`src/hw/rtl/esf_pkg.sv`:
```
// shared types and constants of the eta smoothing filter
package esf_pkg;

  // fixed field widths
  localparam int TIME_W  = 32;
  localparam int RAW_W   = 32;
  localparam int SHOWN_W = 31;
  localparam int MUL_A_W = 16;

  // configuration port
  localparam int CFG_IDX_W  = 3;
  localparam int CFG_DATA_W = 20;
  localparam int TAU_W      = 16;
  localparam int DBA_W      = 16;
  localparam int DBR_W      = 16;
  localparam int JA_W       = 20;
  localparam int JR_W       = 16;

  localparam logic [CFG_IDX_W-1:0] CFG_TIME_CONSTANT     = 3'd0;
  localparam logic [CFG_IDX_W-1:0] CFG_DEADBAND_ABSOLUTE = 3'd1;
  localparam logic [CFG_IDX_W-1:0] CFG_DEADBAND_RELATIVE = 3'd2;
  localparam logic [CFG_IDX_W-1:0] CFG_JUMP_ABSOLUTE     = 3'd3;
  localparam logic [CFG_IDX_W-1:0] CFG_JUMP_RELATIVE     = 3'd4;

  // register reset values
  localparam logic [TAU_W-1:0] TAU_RST = 16'd256;
  localparam logic [DBA_W-1:0] DBA_RST = 16'd205;
  localparam logic [DBR_W-1:0] DBR_RST = 16'd655;
  localparam logic [JA_W-1:0]  JA_RST  = 20'd2560;
  localparam logic [JR_W-1:0]  JR_RST  = 16'd19661;

  // sequencer states
  typedef enum logic [6:0] {
    ST_IDLE   = 7'b0000001,
    ST_EVAL   = 7'b0000010,
    ST_MUL    = 7'b0000100,
    ST_DIV    = 7'b0001000,
    ST_POST1  = 7'b0010000,
    ST_POST2  = 7'b0100000,
    ST_RESULT = 7'b1000000
  } state_e;

  // multiplier schedule: a step issues a product, the next step takes it
  typedef enum logic [2:0] {
    MS_DT_LO = 3'd0,
    MS_DT_HI = 3'd1,
    MS_TAU   = 3'd2,
    MS_DBR   = 3'd3,
    MS_JR    = 3'd4,
    MS_LAST  = 3'd5
  } mul_step_e;

endpackage

```
`src/hw/rtl/esf_mul.sv`:
```
// shared registered 16 by N bit multiplier
module esf_mul import esf_pkg::*;
#(
  parameter int BW = 39
) (
  input  logic                   clk_i,
  input  logic [MUL_A_W-1:0]     a_i,
  input  logic [BW-1:0]          b_i,
  output logic [MUL_A_W+BW-1:0]  p_o
);

  logic [MUL_A_W+BW-1:0] p_q;

  // one product per cycle, registered result
  always_ff @(posedge clk_i) begin
    p_q <= (MUL_A_W+BW)'(a_i) * (MUL_A_W+BW)'(b_i);
  end

  assign p_o = p_q;

endmodule

```
`config.mk`:
```
export PLATFORM = sky130hd
export DESIGN_NAME = esf_mul
export DESIGN_NICKNAME = d
export VERILOG_FILES = /design/src/hw/rtl/esf_pkg.sv /design/src/hw/rtl/esf_mul.sv
export SDC_FILE = /design/constraint.sdc
export NUM_CORES = 2
export LEC_CHECK = 0
export BUFFER_PORTS_ARGS = -buffer_cell sky130_fd_sc_hd__buf_2
export CAP_MARGIN = 40
export CORE_MARGIN = 2
export CORE_UTILIZATION = 55
export DETAILED_ROUTE_END_ITERATION = 8
export PLACE_DENSITY = 0.71
export REMOVE_ABC_BUFFERS = 1
export SKIP_CTS_REPAIR_TIMING = 1
export SLEW_MARGIN = 20
export SYNTH_ARGS = -nofsm -noshare
export SYNTH_HDL_FRONTEND = slang
export SYNTH_SLANG_ARGS = --single-unit
```
`constraint.sdc`:
```
create_clock -name clk_i -period 8.6 [get_ports clk_i]
set_input_delay 0.43 -clock clk_i [delete_from_list [all_inputs] [get_ports clk_i]]
set_output_delay 0.43 -clock clk_i [all_outputs]
set_load 0.03 [all_outputs]
```
==> flow_results.org <==
** Yosys
- In the post-synthesis netlist, the biggest area contributors are sky130_fd_sc_hd__fa_1 50%, sky130_fd_sc_hd__inv_1 11%, sky130_fd_sc_hd__nand2_1 8.2%.
- Proportion of synthesized area in mux cells :: 0.04802%
- Summing the areas of all xor and xnor instances in the mapped netlist gives 2.059% of the synthesized area.
- Counting distinct cell types in the post-synthesis netlist gives 54.
- In the synthesized netlist the dominant register cell turns out to be sky130_fd_sc_hd__dfxtp_1.
- Biggest area consumer among synthesized cells :: sky130_fd_sc_hd__fa_1
- In this run, synthesis produced a sequential element count of 55.
- Fraction of the yosys area taken by sequential cells :: 5.282%
- Counting flops with a built-in enable in the synthesized netlist gives 0.
- Of all flip-flops after synthesis, the portion carrying an async set or reset was 0%.
- Main combinational cell family by area after synthesis :: adder cells
- Of the post-synthesis cell area, the dominant cell type holds 49.56%.
- The synthesized netlist devotes 57.18% of its cell area to adder and majority cells.
- YS warnings :: 0
- Syn Inst Count :: 2,384
- Compound-gate portion of the synthesized area :: between 5 and 6%
- Area fraction in and, or, nand and nor cells after synthesis :: 16.71%
- Synthesized area divided by synthesized cell count :: 8.744 um2
- The mapped netlist covers ~0.021 mm2.

** Route
- Wires add up to 55,560 um.
- Dividing the detail-routed wire length by the instance count gives 19.03 um.
- Total number of vias :: ~16k
- The detail route stage leaves a number of antenna-violating nets equal to 0.
- Using the TritonRoute via totals, the vias-per-cell ratio works out to 5.426.
- Iteration-0 DRC Markers :: between 1k and 1.5k
- Initial DRT Pass Iterations :: 6
- For this run, design rule violations remaining after detail routing come to 0.

** Clocking
- H-tree Lvls :: 2
- In this run, CTS created clock tree buffers numbering 5.
- The clock passes through at most 2 buffers.
- For this design, the sink count on the clock tree is 55.
- TritonCTS clock tree :: yes
- After clock tree synthesis, the clock-pin slew on the worst setup and hold paths is 0.09 ns.
- Clk Tree Root Cell :: sky130_fd_sc_hd__clkbuf_16

** Global routing
- The layer flagged by global routing as most heavily used is met2.
- For this run, global-route usage on met2 was measured as 52.34%.
- The first global-routing pass estimated 91,650 um of wire.
- Overflow left after global routing :: 0
- GRT Util Overall :: 30.37%
- Global routing used 39.62% of the available met1 tracks.
- Entering global routing, the biggest net connects 40 pins.
- GR met3 Demand/Resource :: between 3 and 4%
- The number of global-route vias before repair is 17.66k.
- The number of antenna violations at the first check in global routing was 2.

** Timing
- Final setup TNS :: 0 ns
- Setup repair after global routing left no endpoint under its margin.
- Dividing the final minimum period by the clock period gives between 70% and 80%.
- The total count of max-transition violations in the final report is 0.
- Based on the critical path, the design can be clocked at up to approximately 150 MHz.
- Minimum clock period after layout :: approximately 7 ns
- Across all hold checks on the routed design, the worst slack comes to 0.4352 ns.
- Final hold violation count :: 0
- Setup Viol. Count Final :: 0
- Headroom to the max-slew limit came out at 48.51%.
- Slew of the pin with the lowest slew margin :: between 0.7 and 0.8 ns

** Placement
- Routability congestion estimate from global placement :: 0.9414
- Summing all placed instances gives a cell area of 0.02175 mm2.
- Total of buffers placed on input and output ports :: between 100 and 150
- Post-DP HPWL :: between 40,000 and 50,000 um

** Cells and area
- Layout-stage area growth over the synthesis result :: 6.026%
- Nets :: 3,106
- Share of final-layout standard cells stronger than drive strength 1 :: between 6 and 7%
- Largest register FFs :: 55
- The filler cells instantiated in the layout total 3,352.
- Antenna Diode Count :: 0
- Measured on the finished design, the core utilization comes to 58.95%.
- Once layout is done, the placed cells without fillers occupy 0.02210 mm2.

** Floorplanning
- Row count :: 71
- Ports :: 111
- The core region is 0.03749 mm2.
- The floorplan step set the die height to 198.7 um.
- Starting density of the core :: a little under three fifths
- X dimension of the die :: 198.7 um
- The floorplan step defined a die boundary enclosing between 0.03 and 0.04 mm2.

** Worst hold path
- Path class of the lowest-slack min-delay path :: input port to register

** Job
- Max-cap violations in this run came to 0.

** Outcome
- The run finished with clean final reports.

** Worst setup path
- Crit. End Element :: register
- STA puts the critical path data arrival time at 7.10 ns.
- Data required, critical path :: approximately 9 ns
- CP startpoint kind :: input port
- WS Path Type :: input port to register
- Along the worst path, the maximum fanout reaches 28.
==> synthesized netlist by cell type, types with 7 or more instances <==
cell type / number
sky130_fd_sc_hd__xor2_1: 15
sky130_fd_sc_hd__a31oi_1: 10
sky130_fd_sc_hd__nand4_1: 11
sky130_fd_sc_hd__nand2b_1: 7
sky130_fd_sc_hd__nor2b_1: 8
sky130_fd_sc_hd__ha_1: 127
sky130_fd_sc_hd__a211oi_1: 9
sky130_fd_sc_hd__fa_1: 516
sky130_fd_sc_hd__inv_1: 593
sky130_fd_sc_hd__o21a_1: 7
sky130_fd_sc_hd__nand3_1: 10
sky130_fd_sc_hd__xnor2_1: 34
sky130_fd_sc_hd__nor2_1: 32
sky130_fd_sc_hd__nand2_1: 456
sky130_fd_sc_hd__dfxtp_1: 55
sky130_fd_sc_hd__o21ai_0: 26
sky130_fd_sc_hd__clkbuf_1: 110
sky130_fd_sc_hd__a21oi_1: 49
sky130_fd_sc_hd__a21o_1: 31
sky130_fd_sc_hd__and2_1: 207
==> layout make-up <==
type / instances / area, um2 / share of cell area (%)
clock inverter: 2 / 38.79 / 0.1755
multi-input combinational: 1622 / 17080 / 77.29
timing repair buffer: 130 / 875.8 / 3.963
tap: 511 / 639.4 / 2.893
clock buffer: 6 / 138.9 / 0.6284
sequential: 55 / 1101 / 4.982
inverter: 593 / 2226 / 10.07
==> critical path, stage by stage <==
cell	delay, ns
sky130_fd_sc_hd__buf_2	0.58
sky130_fd_sc_hd__and2_1	0.26
sky130_fd_sc_hd__fa_1	0.41
sky130_fd_sc_hd__inv_1	0.09
sky130_fd_sc_hd__fa_1	0.43
sky130_fd_sc_hd__fa_1	0.53
sky130_fd_sc_hd__inv_1	0.06
sky130_fd_sc_hd__fa_1	0.49
sky130_fd_sc_hd__fa_1	0.50
sky130_fd_sc_hd__inv_1	0.06
sky130_fd_sc_hd__fa_1	0.48
sky130_fd_sc_hd__inv_1	0.04
sky130_fd_sc_hd__ha_1	0.43
sky130_fd_sc_hd__nand2_1	0.14
sky130_fd_sc_hd__nor2_1	0.28
sky130_fd_sc_hd__a31oi_1	0.28
sky130_fd_sc_hd__a2111oi_4	0.47
sky130_fd_sc_hd__a21boi_2	0.15
sky130_fd_sc_hd__o31ai_1	0.44
sky130_fd_sc_hd__a21oi_1	0.17
sky130_fd_sc_hd__o21bai_1	0.20
sky130_fd_sc_hd__xnor2_1	0.15
==> cell families (layout without fill, tap and decap cells) <==
family	count (synthesis)	count (layout)
XOR/XNOR	49	49
multiplexers	1	1
flip-flops	55	55
AO/OA/AOI/OAI	177	177
AND/OR/NAND/NOR	752	752
buffers and inverters	707	731
adder cells (fa/ha/maj)	643	643
==> worst paths after layout <==
check,start,end,slack (ns),cells past startpoint
worst max-delay path,a_i[4],p_o[42]$_DFF_P_,1.75,22
worst min-delay path,a_i[0],p_o[0]$_DFF_P_,0.44,2
==> layer usage <==
layer  wire, um  part of all wire [%]
met1      22290                    40
met5          0                     0
met4       1916                   3.4
met2      27730                    50
met3       3621                   6.5
==> metrics by stage <==
step,instances,setup WS (ns)
final,2919,1.747
after global routing,2919,1.456
after detailed placement,2903,1.347
after global placement,2900,1.411
after CTS,2911,1.651
after floorplan,2270,2.590
==> cell usage in the layout (no fill, tap or decap), types with 10 or more instances in the layout <==
| cell type | n |
|---|---|
| sky130_fd_sc_hd__xnor2_1 | 34 |
| sky130_fd_sc_hd__fa_1 | 516 |
| sky130_fd_sc_hd__a31oi_1 | 10 |
| sky130_fd_sc_hd__a21o_1 | 31 |
| sky130_fd_sc_hd__a21oi_1 | 49 |
| sky130_fd_sc_hd__inv_1 | 593 |
| sky130_fd_sc_hd__nand2_1 | 456 |
| sky130_fd_sc_hd__and2_1 | 207 |
| sky130_fd_sc_hd__nor2_1 | 32 |
| sky130_fd_sc_hd__nand4_1 | 11 |
| sky130_fd_sc_hd__xor2_1 | 15 |
| sky130_fd_sc_hd__buf_2 | 110 |
| sky130_fd_sc_hd__dfxtp_1 | 55 |
| sky130_fd_sc_hd__ha_1 | 127 |
| sky130_fd_sc_hd__o21ai_0 | 26 |
| sky130_fd_sc_hd__nand3_1 | 10 |
Power is not shown: default switching activity piles up to over one toggle a cycle in this logic, so the estimate is an artifact.
