**config.mk**
```make
export PLATFORM = sky130hd
export DESIGN_NAME = esf_div
export DESIGN_NICKNAME = d
export VERILOG_FILES = /design/src/hw/rtl/esf_div.sv
export SDC_FILE = /design/constraint.sdc
export NUM_CORES = 1
export LEC_CHECK = 0
export BUFFER_PORTS_ARGS = -buffer_cell sky130_fd_sc_hd__buf_2
export CELL_PAD_IN_SITES_DETAIL_PLACEMENT = 2
export CELL_PAD_IN_SITES_GLOBAL_PLACEMENT = 2
export CORE_MARGIN = 8
export CORE_UTILIZATION = 35
export CTS_CLUSTER_SIZE = 8
export DETAILED_ROUTE_END_ITERATION = 6
export HOLD_SLACK_MARGIN = 0.08
export PLACE_DENSITY = 0.85
export SLEW_MARGIN = 20
export SYNTH_ARGS = -nofsm -noshare
export SYNTH_HDL_FRONTEND = slang
export SYNTH_SLANG_ARGS = --single-unit
```
**constraint.sdc**
```tcl
create_clock -name clk_i -period 4 [get_ports clk_i]
set_input_delay 0.8 -clock clk_i [delete_from_list [all_inputs] [get_ports clk_i]]
set_output_delay 0.8 -clock clk_i [all_outputs]
set_load 0.05 [all_outputs]
```
**src/hw/rtl/esf_div.sv**
```systemverilog
// restoring divider, one quotient bit per cycle
module esf_div #(
  parameter int QW = 39,
  parameter int DW = 41
) (
  input  logic             clk_i,
  input  logic             rst_ni,
  input  logic             start_i,
  input  logic [QW+DW-1:0] num_i,
  input  logic [DW-1:0]    den_i,
  output logic             done_o,
  output logic [QW-1:0]    quo_o
);

  localparam int CW = (QW > 1) ? $clog2(QW) : 1;

  logic [DW-1:0] rem_q;
  logic [QW-1:0] low_q;
  logic [DW-1:0] den_q;
  logic [CW-1:0] cnt_q;
  logic          busy_q;
  logic          done_q;

  logic [DW:0]   trial;
  logic [DW+1:0] diff;
  logic          fits;

  // trial subtraction of the divisor from the shifted remainder
  assign trial = {rem_q, low_q[QW-1]};
  assign diff  = {1'b0, trial} - {2'b00, den_q};
  assign fits  = ~diff[DW+1];

  // datapath: quotient bits shift in where numerator bits leave
  always_ff @(posedge clk_i) begin
    if (start_i) begin
      rem_q <= num_i[QW+DW-1:QW];
      low_q <= num_i[QW-1:0];
      den_q <= den_i;
    end else if (busy_q) begin
      rem_q <= fits ? diff[DW-1:0] : trial[DW-1:0];
      low_q <= {low_q[QW-2:0], fits};
    end
  end

  // iteration control
  always_ff @(posedge clk_i or negedge rst_ni) begin
    if (!rst_ni) begin
      busy_q <= 1'b0;
      done_q <= 1'b0;
      cnt_q  <= '0;
    end else begin
      if (start_i) begin
        busy_q <= 1'b1;
        done_q <= 1'b0;
        cnt_q  <= CW'(QW - 1);
      end else if (busy_q) begin
        if (cnt_q == '0) begin
          busy_q <= 1'b0;
          done_q <= 1'b1;
        end else begin
          done_q <= 1'b0;
          cnt_q  <= cnt_q - 1'b1;
        end
      end else begin
        done_q <= 1'b0;
      end
    end
  end

  assign done_o = done_q;
  assign quo_o  = low_q;

endmodule

```
==> results of run 1 <==
[per-stage QoR]
step / instance area (µm²) / setup slack, ps / power [µW]
after floorplan: 7770 / 819 / 4530
after global placement: 8870 / 608 / 5280
after detailed placement: 8870 / 403 / 5440
after CTS: 9470 / 277 / 7170
after global routing: 9470 / 26.5 / 7570
final: 9480 / 344 / 7110
[worst max-delay path: cells and delay by family, from the launching register on]
| family | cells | cell delay, ps |
|---|---|---|
| simple gates | 2 | 330 |
| buf+inv | 3 | 380 |
| mux | 1 | 270 |
| flops | 1 | 420 |
| fa+ha+maj | 2 | 590 |
| compound gates | 6 | 1370 |
[area by class of cell]
type                       instances  area [µm²]
fill                            2342       12300
sequential                       129        3830
timing repair buffer             171         916
multi-input combinational        501        3570
inverter                          55         206
clock buffer                      19         443
antenna                            1        2.50
tap                              280         350
clock inverter                    13         153
[logic make-up (layout without fill, tap and decap cells)]
family / count (synthesis) / after routing / synth area share
fa+ha+maj: 44 / 44 / 0.0718
xor+xnor: 32 / 32 / 0.0361
other cells: 0 / 1 / 0
compound gates: 185 / 185 / 0.154
simple gates: 185 / 185 / 0.117
mux: 55 / 55 / 0.0792
buf+inv: 87 / 258 / 0.0489
flops: 129 / 129 / 0.493
[placed cells by master (no fill, tap or decap), types with 8 or more instances in the layout]
cell type and instances:
buf_2 162, edfxtp_1 121, a21oi_1 61, inv_1 53
nand2_1 53, mux2_2 52, nor2_1 48, ha_1 43
o21ai_0 39, xnor2_1 19, nand3_1 18, a21o_1 17
clkbuf_16 17, xor2_1 13, nand4_1 12, a31oi_1 10
nor3_1 8, and3_1 8, dfrtp_1 8
[layer usage]
| metal | global-route usage | wire, µm |
|---|---|---|
| met5 | 0 | 101 |
| met4 | 0.0549 | 423 |
| met3 | 0.0715 | 1850 |
| met2 | 0.329 | 12400 |
| met1 | 0.212 | 10500 |
[state kept, by name, summed over array words and instances (netlist names)]
register / flops
quo_o: 39
busy_q: 1
done_o: 1
cnt_q: 6
rem_q: 41
den_q: 41
[synthesized netlist by cell type (all sizes together), types with 3 or more instances]
library cell,count
xnor2,19
o21ai,44
nand3,18
buf,21
nor3,9
o31ai,4
ha,43
o211ai,5
or4,4
nand4,12
xor2,13
nor2b,7
a31oi,11
nor2,49
nor4,5
inv,55
clkbuf,11
dfrtp,8
o21bai,5
nand2b,3
mux2,52
a2bb2oi,4
a21o,17
mux2i,3
a211oi,9
and2,6
nand2,53
or3,3
nor4b,3
a21oi,62
and3,8
o21a,8
edfxtp,121
[report_power, final]
part	internal (µW)	switching, µW
Sequential	1870	195
Clock	950	648
Combinational	1320	2120
[worst paths after layout]
check | startpoint | to | slack [ps] | cells after the start
max in group asynchronous | rst_ni | cnt_q[2]$_DFFE_PN0P_ | 3600 | 1
hold reg to reg | busy_q$_DFF_PN0_ | done_o$_DFF_PN0_ | 510 | 1
hold / removal | rst_ni | busy_q$_DFF_PN0_ | 220 | 1
setup / recovery | quo_o[38]$_DFFE_PP_ | rem_q[19]$_DFFE_PP_ | 340 | 14
setup reg to reg | quo_o[38]$_DFFE_PP_ | rem_q[19]$_DFFE_PP_ | 340 | 14
min in group clk_i | busy_q$_DFF_PN0_ | done_o$_DFF_PN0_ | 510 | 1
==> impl_metrics.toml, run 1 <==
[detailed_routing]
first_iter_violations = 207
firstDrtPassIters = 4
route.detailed.drc = 0
vias = 6256
wl_per_cell_um = 21.6
wl_mm = 25.3
viasPerCell = 5.35
drtAntennaViolNets = 0

[floorplan]
fp.coreArea_mm2 = 0.0218
io-pin-count = 164
die-height_um = 165
rows = 54
initial_utilization = 0.356
die_w_um = 165
die_area_mm2 = 0.0272

[layout]
final_layout_size_suffix_gt1_frac = 0.306
stdcell_count = 1169
fin_nets = 1043
final_util = 0.434
area_delta_synth_final_pct = 21.9

[clock_network]
clock-sinks = 129
cts_buffer_depth = 2
cts-buffers-inserted = 17
cts_hold_buf = 0
insertion_delay_ps = 420
path_clk_slew_ps = 60
clk_root_buffer_cell = "clkbuf_16"
post_cts_buffers = 0
cts_tree = "yes"
htreeDepth = 4
ctsResizeCount = 0

[timing]
setup_viol = 0
hold_viol = 0
finalMaxSlewViolations = 0
finalCriticalPeriod_ps = 3660
rsz0062_at_grt = "false"
skew_ps = 12.3
hold-worst-slack_ps = 216
fmax_mhz = 274
worst_pin_slew_ps = 837
maxSlewHeadroom = 0.441
fin_crit_sh = 0.914
final.setup.tns_ps = 0

[yosys]
ys_ff_latch = 129
ys_types = 66
synth_area_leaders = "edfxtp_1 (47%), mux2_2 (7.5%), ha_1 (6.9%), a21oi_1 (3.9%), inv_1 (2.7%)"
syn_nets = 885
yosysWarnings = 0
synth-edff-count = 121
yosysTopAreaCellShare = 0.468
synth_area_leader_cell = "edfxtp_1"
synth_area_mm2 = 0.00777
ys.flop_type = "edfxtp_1"
async_flop_share = 0.0620
syn_area_per_cell_um2 = 10.8
syn_inst = 717
synth_seq_area_share = 0.493

[grt]
grt.total_usage = 0.189
grt_pass1_vias = 7295
antenna_found_initial = 9
grt_max_degree = 78
grt-ovfl-total = 0
grt_first_pass_wirelength_mm = 39.7

[power_and_ir_drop]
ir_drop_mv = 0.321
powerDensity_mw_per_mm2 = 751
leakage_uw = 0.00403

[worst_setup_path]
crit_slowest_cell = "fa_1"
end_kind = "flop"
cp-start-kind = "flop"
crit_type = "reg2reg"
max_stage_delay_ps = 430
crit_chain = "inv_1, ha_1, inv_1, fa_1, a211oi_1, o211ai_1, nand4_1, a21oi_1, a211oi_4, o21ai_4, buf_12, nor2_1, a21oi_1, mux2_2"
path_max_fanout = 24
cp_data_arrival_time_ps = 3820
crit_required_ps = 4160

[placement]
dp_hpwl_mm = 18.5
place_congestion = 0.773
place.port_buffers = 163
dp_cells = 1136

[run_status]
status = "finished, final reports clean"

[worst_hold_path]
hold_path.class = "in2async"

[job]
maxCapViolations = 0
No activity file was read; power rests on OpenSTA's default activity.
==> run 2, diff against run 1 <==
CTS_BUF_LIST = sky130_fd_sc_hd__clkbuf_2   (was default)
GPL_ROUTABILITY_DRIVEN = 0   (was default)
==> run 2 against run 1 <==
  * Critical path depth unchanged
  * Clock-buffer cell count down 1
  * Total power down 11%
  * Clock skew up 37 ps
  * Fmax down 0.13%
  * Via count down 0.62%
  * Critical endpoint is now rem_q[16]$_DFFE_PP_
==> impl_metrics.toml, run 2 (same netlist as run 1, synthesis figures left out) <==
[timing]
finalCriticalPeriod_ps = 3660
skew_ps = 49.1
finalMaxSlewViolations = 0
rsz0062_at_grt = "false"
maxSlewHeadroom = 0.435
setup_viol = 0
final.setup.tns_ps = 0
hold_viol = 0
worst_pin_slew_ps = 846
fmax_mhz = 273
fin_crit_sh = 0.915

[detailed_routing]
vias = 6217
viasPerCell = 5.30
drtAntennaViolNets = 0
route.detailed.drc = 0
wl_mm = 24.3
wl_per_cell_um = 20.7
first_iter_violations = 201
firstDrtPassIters = 4

[clock_network]
cts_tree = "yes"
cts_hold_buf = 1
path_clk_slew_ps = 250
ctsResizeCount = 0
insertion_delay_ps = 730
htreeDepth = 4
post_cts_buffers = 0
clock-sinks = 129
clk_root_buffer_cell = "clkbuf_2"
cts_buffer_depth = 2
cts-buffers-inserted = 17

[worst_setup_path]
crit_type = "reg2reg"
max_stage_delay_ps = 470
reg2reg_depth = 14
path_max_fanout = 24
cp-start-kind = "flop"
crit_chain = "inv_1, ha_1, inv_1, fa_1, a211oi_1, o211ai_1, nand4_1, a21oi_1, a211oi_4, o21ai_4, buf_12, nor2_1, a21oi_1, mux2_2"
crit_required_ps = 4480
end_kind = "flop"
crit_slowest_cell = "edfxtp_1"
cp_data_arrival_time_ps = 4140

[floorplan]
rows = 54
initial_utilization = 0.356
io-pin-count = 164
die_area_mm2 = 0.0272
die-height_um = 165
die_w_um = 165
fp.coreArea_mm2 = 0.0218

[placement]
place.port_buffers = 163
placed_area_mm2 = 0.00887
dp_hpwl_mm = 18.5

[grt]
antenna_found_initial = 10
grt_first_pass_wirelength_mm = 38.0
grt_max_degree = 78
grt_pass1_vias = 7087
grt-ovfl-total = 0
grt.total_usage = 0.180

[layout]
layout_commonest_cell = "buf_2"
area_delta_synth_final_pct = 17.5
final_util = 0.419
fin_nets = 1044
mostFrequentLayoutCells = "buf_2 (162), edfxtp_1 (121), a21oi_1 (61)"
final_layout_size_suffix_gt1_frac = 0.305
design_area_mm2 = 0.00914

[job]
maxCapViolations = 0

[worst_hold_path]
hold_path.class = "in2reg"
hold_depth = 1

[run_status]
status = "finished, final reports clean"

[power_and_ir_drop]
ir_drop_mv = 0.255
leakage_uw = 0.00389
powerDensity_mw_per_mm2 = 691
-- run 2: changes by cell type in the layout (fill, tap and decap cells not counted), sizes merged --
| cell | previous run | this run |
|---|---|---|
| diode | 1 | 3 |
| clkinv | 3 | 4 |
| clkbuf | 19 | 18 |
| dlygate4sd3 | 0 | 1 |
-- run 2: cell type report --
type                       count  area, µm²
clock inverter                14        156
fill                        2386      12700
clock buffer                  18       90.1
timing repair buffer         172        926
antenna                        3       7.51
tap                          280        350
multi-input combinational    501       3560
inverter                      55        206
sequential                   129       3830
-- run 2: worst max-delay path: cells and delay by family (launching register included) --
| kind | cells | cell delay (ps) |
|---|---|---|
| DFF | 1 | 470 |
| and+or+nand+nor | 2 | 330 |
| buffers and inverters | 3 | 380 |
| adders and majority gates | 2 | 590 |
| muxes | 1 | 270 |
| AOI/OAI and AO/OA | 6 | 1370 |
-- run 2: per-layer routing --
layer  vias to the layer above  part of all wire  GRT usage
li1                       2972                 -          -
met1                      3033              0.42      0.210
met2                       155              0.48      0.302
met3                        39             0.074     0.0678
met4                        18             0.016     0.0573
met5                         -            0.0042          0
-- run 2: worst paths after layout --
path | startpoint | to | slack, ps
min reg2reg | busy_q$_DFF_PN0_ | done_o$_DFF_PN0_ | 550
min in group asynchronous | rst_ni | busy_q$_DFF_PN0_ | 430
max in group asynchronous | rst_ni | cnt_q[4]$_DFFE_PN0P_ | 3370
max | quo_o[38]$_DFFE_PP_ | rem_q[16]$_DFFE_PP_ | 340
min | den_i[32] | den_q[32]$_DFFE_PP_ | 230
max reg2reg | quo_o[38]$_DFFE_PP_ | rem_q[16]$_DFFE_PP_ | 340
-- run 2: per-stage QoR --
step                total power (µW)  instances  worst slack, ps  hold WS, ps
finish                          6310       1172              339          228
global route                    6780       1170             35.7          127
CTS                             6370       1169              320          128
detailed placement              5440       1136              403          497
global placement                5280       1136              608          505
floorplan                       4530        717              819          455
-- run 2: power breakdown --
group / total, µW / internal [µW] / switching (µW)
Sequential: 2060 / 1870 / 192
Clock: 873 / 302 / 571
Combinational: 3380 / 1320 / 2060
==> run 3, diff against run 2 <==
ABC_AREA = 1   (was default)
CORE_UTILIZATION = 32   (was 35)
PLACE_DENSITY = 0.87   (was 0.85)
==> run 3 against run 2 <==
  * Die area is 23% higher
  * Via count is 43% higher
  * Largest cell class is now multi-input combinational cells
  * Global-route usage is 2.7 points higher
  * Sequential share of layout area is 5.6 points lower
  * Clock skew is 24 ps higher
  * First-iteration DRC count is 76% higher
  * Synthesized cell count is 77% higher
==> impl_metrics.toml, run 3 <==
[grt]
antenna_found_initial = 5
grt_max_degree = 80
grt_pass1_vias = 10000
grt.total_usage = 0.208
grt-ovfl-total = 0
grt_first_pass_wirelength_mm = 54.1

[timing]
fmax_mhz = 308
finalCriticalPeriod_ps = 3240
skew_ps = 73.3
final.setup.tns_ps = 0
finalMaxSlewViolations = 0
rsz0062_at_grt = "false"
setup_viol = 0
maxSlewHeadroom = 0.434
worst_pin_slew_ps = 849
hold-worst-slack_ps = 159
hold_viol = 0
fin_crit_sh = 0.811

[power_and_ir_drop]
power_frac_comb = 0.575
leakage_uw = 0.00571
swShare = 0.507
pwr-share-clk = 0.145
p_switching_uw = 3690
powerDensity_mw_per_mm2 = 691
p_int_uw = 3590
power_frac_seq = 0.280
ir_drop_mv = 0.224

[floorplan]
io-pin-count = 164
die-height_um = 183
rows = 61
die_area_mm2 = 0.0336
initial_utilization = 0.323
die_w_um = 183
fp.coreArea_mm2 = 0.0277

[layout]
mostFrequentLayoutCells = "nand2_1 (556), inv_1 (214), buf_2 (162)"
final_layout_size_suffix_gt1_frac = 0.154
design_area_mm2 = 0.0105
fillers = 3383
final_util = 0.380
area_delta_synth_final_pct = 17.6
fin_nets = 1604
layout_commonest_cell = "nand2_1"
multi_input_area_mm2 = 0.00418
regArea_mm2 = 0.00383

[worst_setup_path]
path_max_fanout = 20
crit_type = "reg2reg"
cp_data_arrival_time_ps = 3830
crit_chain = "ha_1, nand2_1, nor3_1, nand2_1, nor2_4, nand2_2, nand3_4, buf_4, nand3_1, nand3_1, nand2_1"
cp-start-kind = "flop"
crit_top_cell = "nand2_1"
crit_required_ps = 4580
crit_slowest_cell = "edfxtp_1"
max_stage_delay_ps = 460
end_kind = "flop"

[run_status]
status = "finished, final reports clean"

[yosys]
ys_ff_latch = 129
async_flop_share = 0.0620
synth_area_leaders = "edfxtp_1 (41%), nand2_1 (23%), inv_1 (9.0%), ha_1 (6.0%), nand3_1 (4.6%)"
synth_area_leader_cell = "edfxtp_1"
yosysTopAreaCellShare = 0.406
synthTopCellsByCount = "nand2_1 (557), inv_1 (215), edfxtp_1 (121)"
synth_most_common_cell = "nand2_1"
syn_area_per_cell_um2 = 7.06
syn_inst = 1268
ys.flop_type = "edfxtp_1"
yosysWarnings = 0
synth_seq_area_share = 0.428
synth-edff-count = 121
syn_nets = 1436
synth_area_mm2 = 0.00895
ys_types = 33

[detailed_routing]
route.detailed.drc = 0
drtAntennaViolNets = 0
viasPerCell = 4.86
vias = 8880
wl_per_cell_um = 19.0
firstDrtPassIters = 4
first_iter_violations = 354
wl_mm = 34.8

[clock_network]
cts_hold_buf = 1
clock-sinks = 129
ctsResizeCount = 0
insertion_delay_ps = 810
clk_root_buffer_cell = "clkbuf_2"
htreeDepth = 4
path_clk_slew_ps = 270
post_cts_buffers = 0
cts-buffers-inserted = 17
cts_tree = "yes"
cts_buffer_depth = 2

[placement]
place.port_buffers = 163
placed_area_mm2 = 0.0102
dp_hpwl_mm = 27.5

[job]
maxCapViolations = 0

[worst_hold_path]
hold_path.class = "in2reg"
## run 3: power groups by stage
stage	registers, µW	clock network (µW)	logic (µW)
floorplan	2140	0	2760
global placement	2050	0	3930
detailed placement	2070	0	4160
CTS	2040	1080	4200
global route	2080	1120	4680
finish	2040	1060	4190
## run 3: worst paths after layout
kind                       slack [ps]              endpoint  cells after the start            startpoint
setup / recovery                  760   rem_q[19]$_DFFE_PP_                     11   rem_q[37]$_DFFE_PP_
hold / removal                    160   den_q[39]$_DFFE_PP_                      1             den_i[39]
setup reg to reg                  760   rem_q[19]$_DFFE_PP_                     11   rem_q[37]$_DFFE_PP_
hold reg to reg                   490  cnt_q[4]$_DFFE_PN0P_                      1  cnt_q[4]$_DFFE_PN0P_
max in group asynchronous        3450      done_o$_DFF_PN0_                      2                rst_ni
min in group asynchronous         350  cnt_q[0]$_DFFE_PN0P_                      2                rst_ni
## run 3: area by class of cell
type                            instances  share of cell area
Antenna cell                            1            0.000238
Clock inverter                         13              0.0189
Multi-Input combinational cell        894               0.397
Clock buffer                           19             0.00903
Tap cell                              378              0.0449
Sequential cell                       129               0.364
Timing Repair Buffer                  176              0.0881
Inverter                              218              0.0777
## run 3: metrics by stage
step | power (µW) | setup slack, ps | std cells
2_1_floorplan | 4910 | 331 | 1268
3_3_place_gp | 5980 | 936 | 1790
3_5_place_dp | 6230 | 810 | 1790
4_1_cts | 7320 | 785 | 1823
5_1_grt | 7880 | 563 | 1827
6_report | 7280 | 757 | 1828
## run 3: cell families after synthesis
family / count (synthesis) / synth area share
compound gates: 61 / 0.0374
simple gates: 775 / 0.353
flops: 129 / 0.428
buf+inv: 245 / 0.106
xor+xnor: 14 / 0.0137
fa+ha+maj: 44 / 0.0623
## run 3: metal layers
| metal | vias to the layer above | wire length (µm) | GRT usage |
|---|---|---|---|
| met5 | - | 57 | 0 |
| met4 | 10 | 620 | 0.0540 |
| met3 | 49 | 2070 | 0.0623 |
| met2 | 179 | 17200 | 0.365 |
| met1 | 4337 | 14900 | 0.243 |
| li1 | 4305 | - | - |
## run 3: critical path, delay by kind of cell (launching register included)
family | cells | cell delay [ps]
simple gates | 9 | 1820
flops | 1 | 460
fa+ha+maj | 1 | 400
buf+inv | 1 | 350
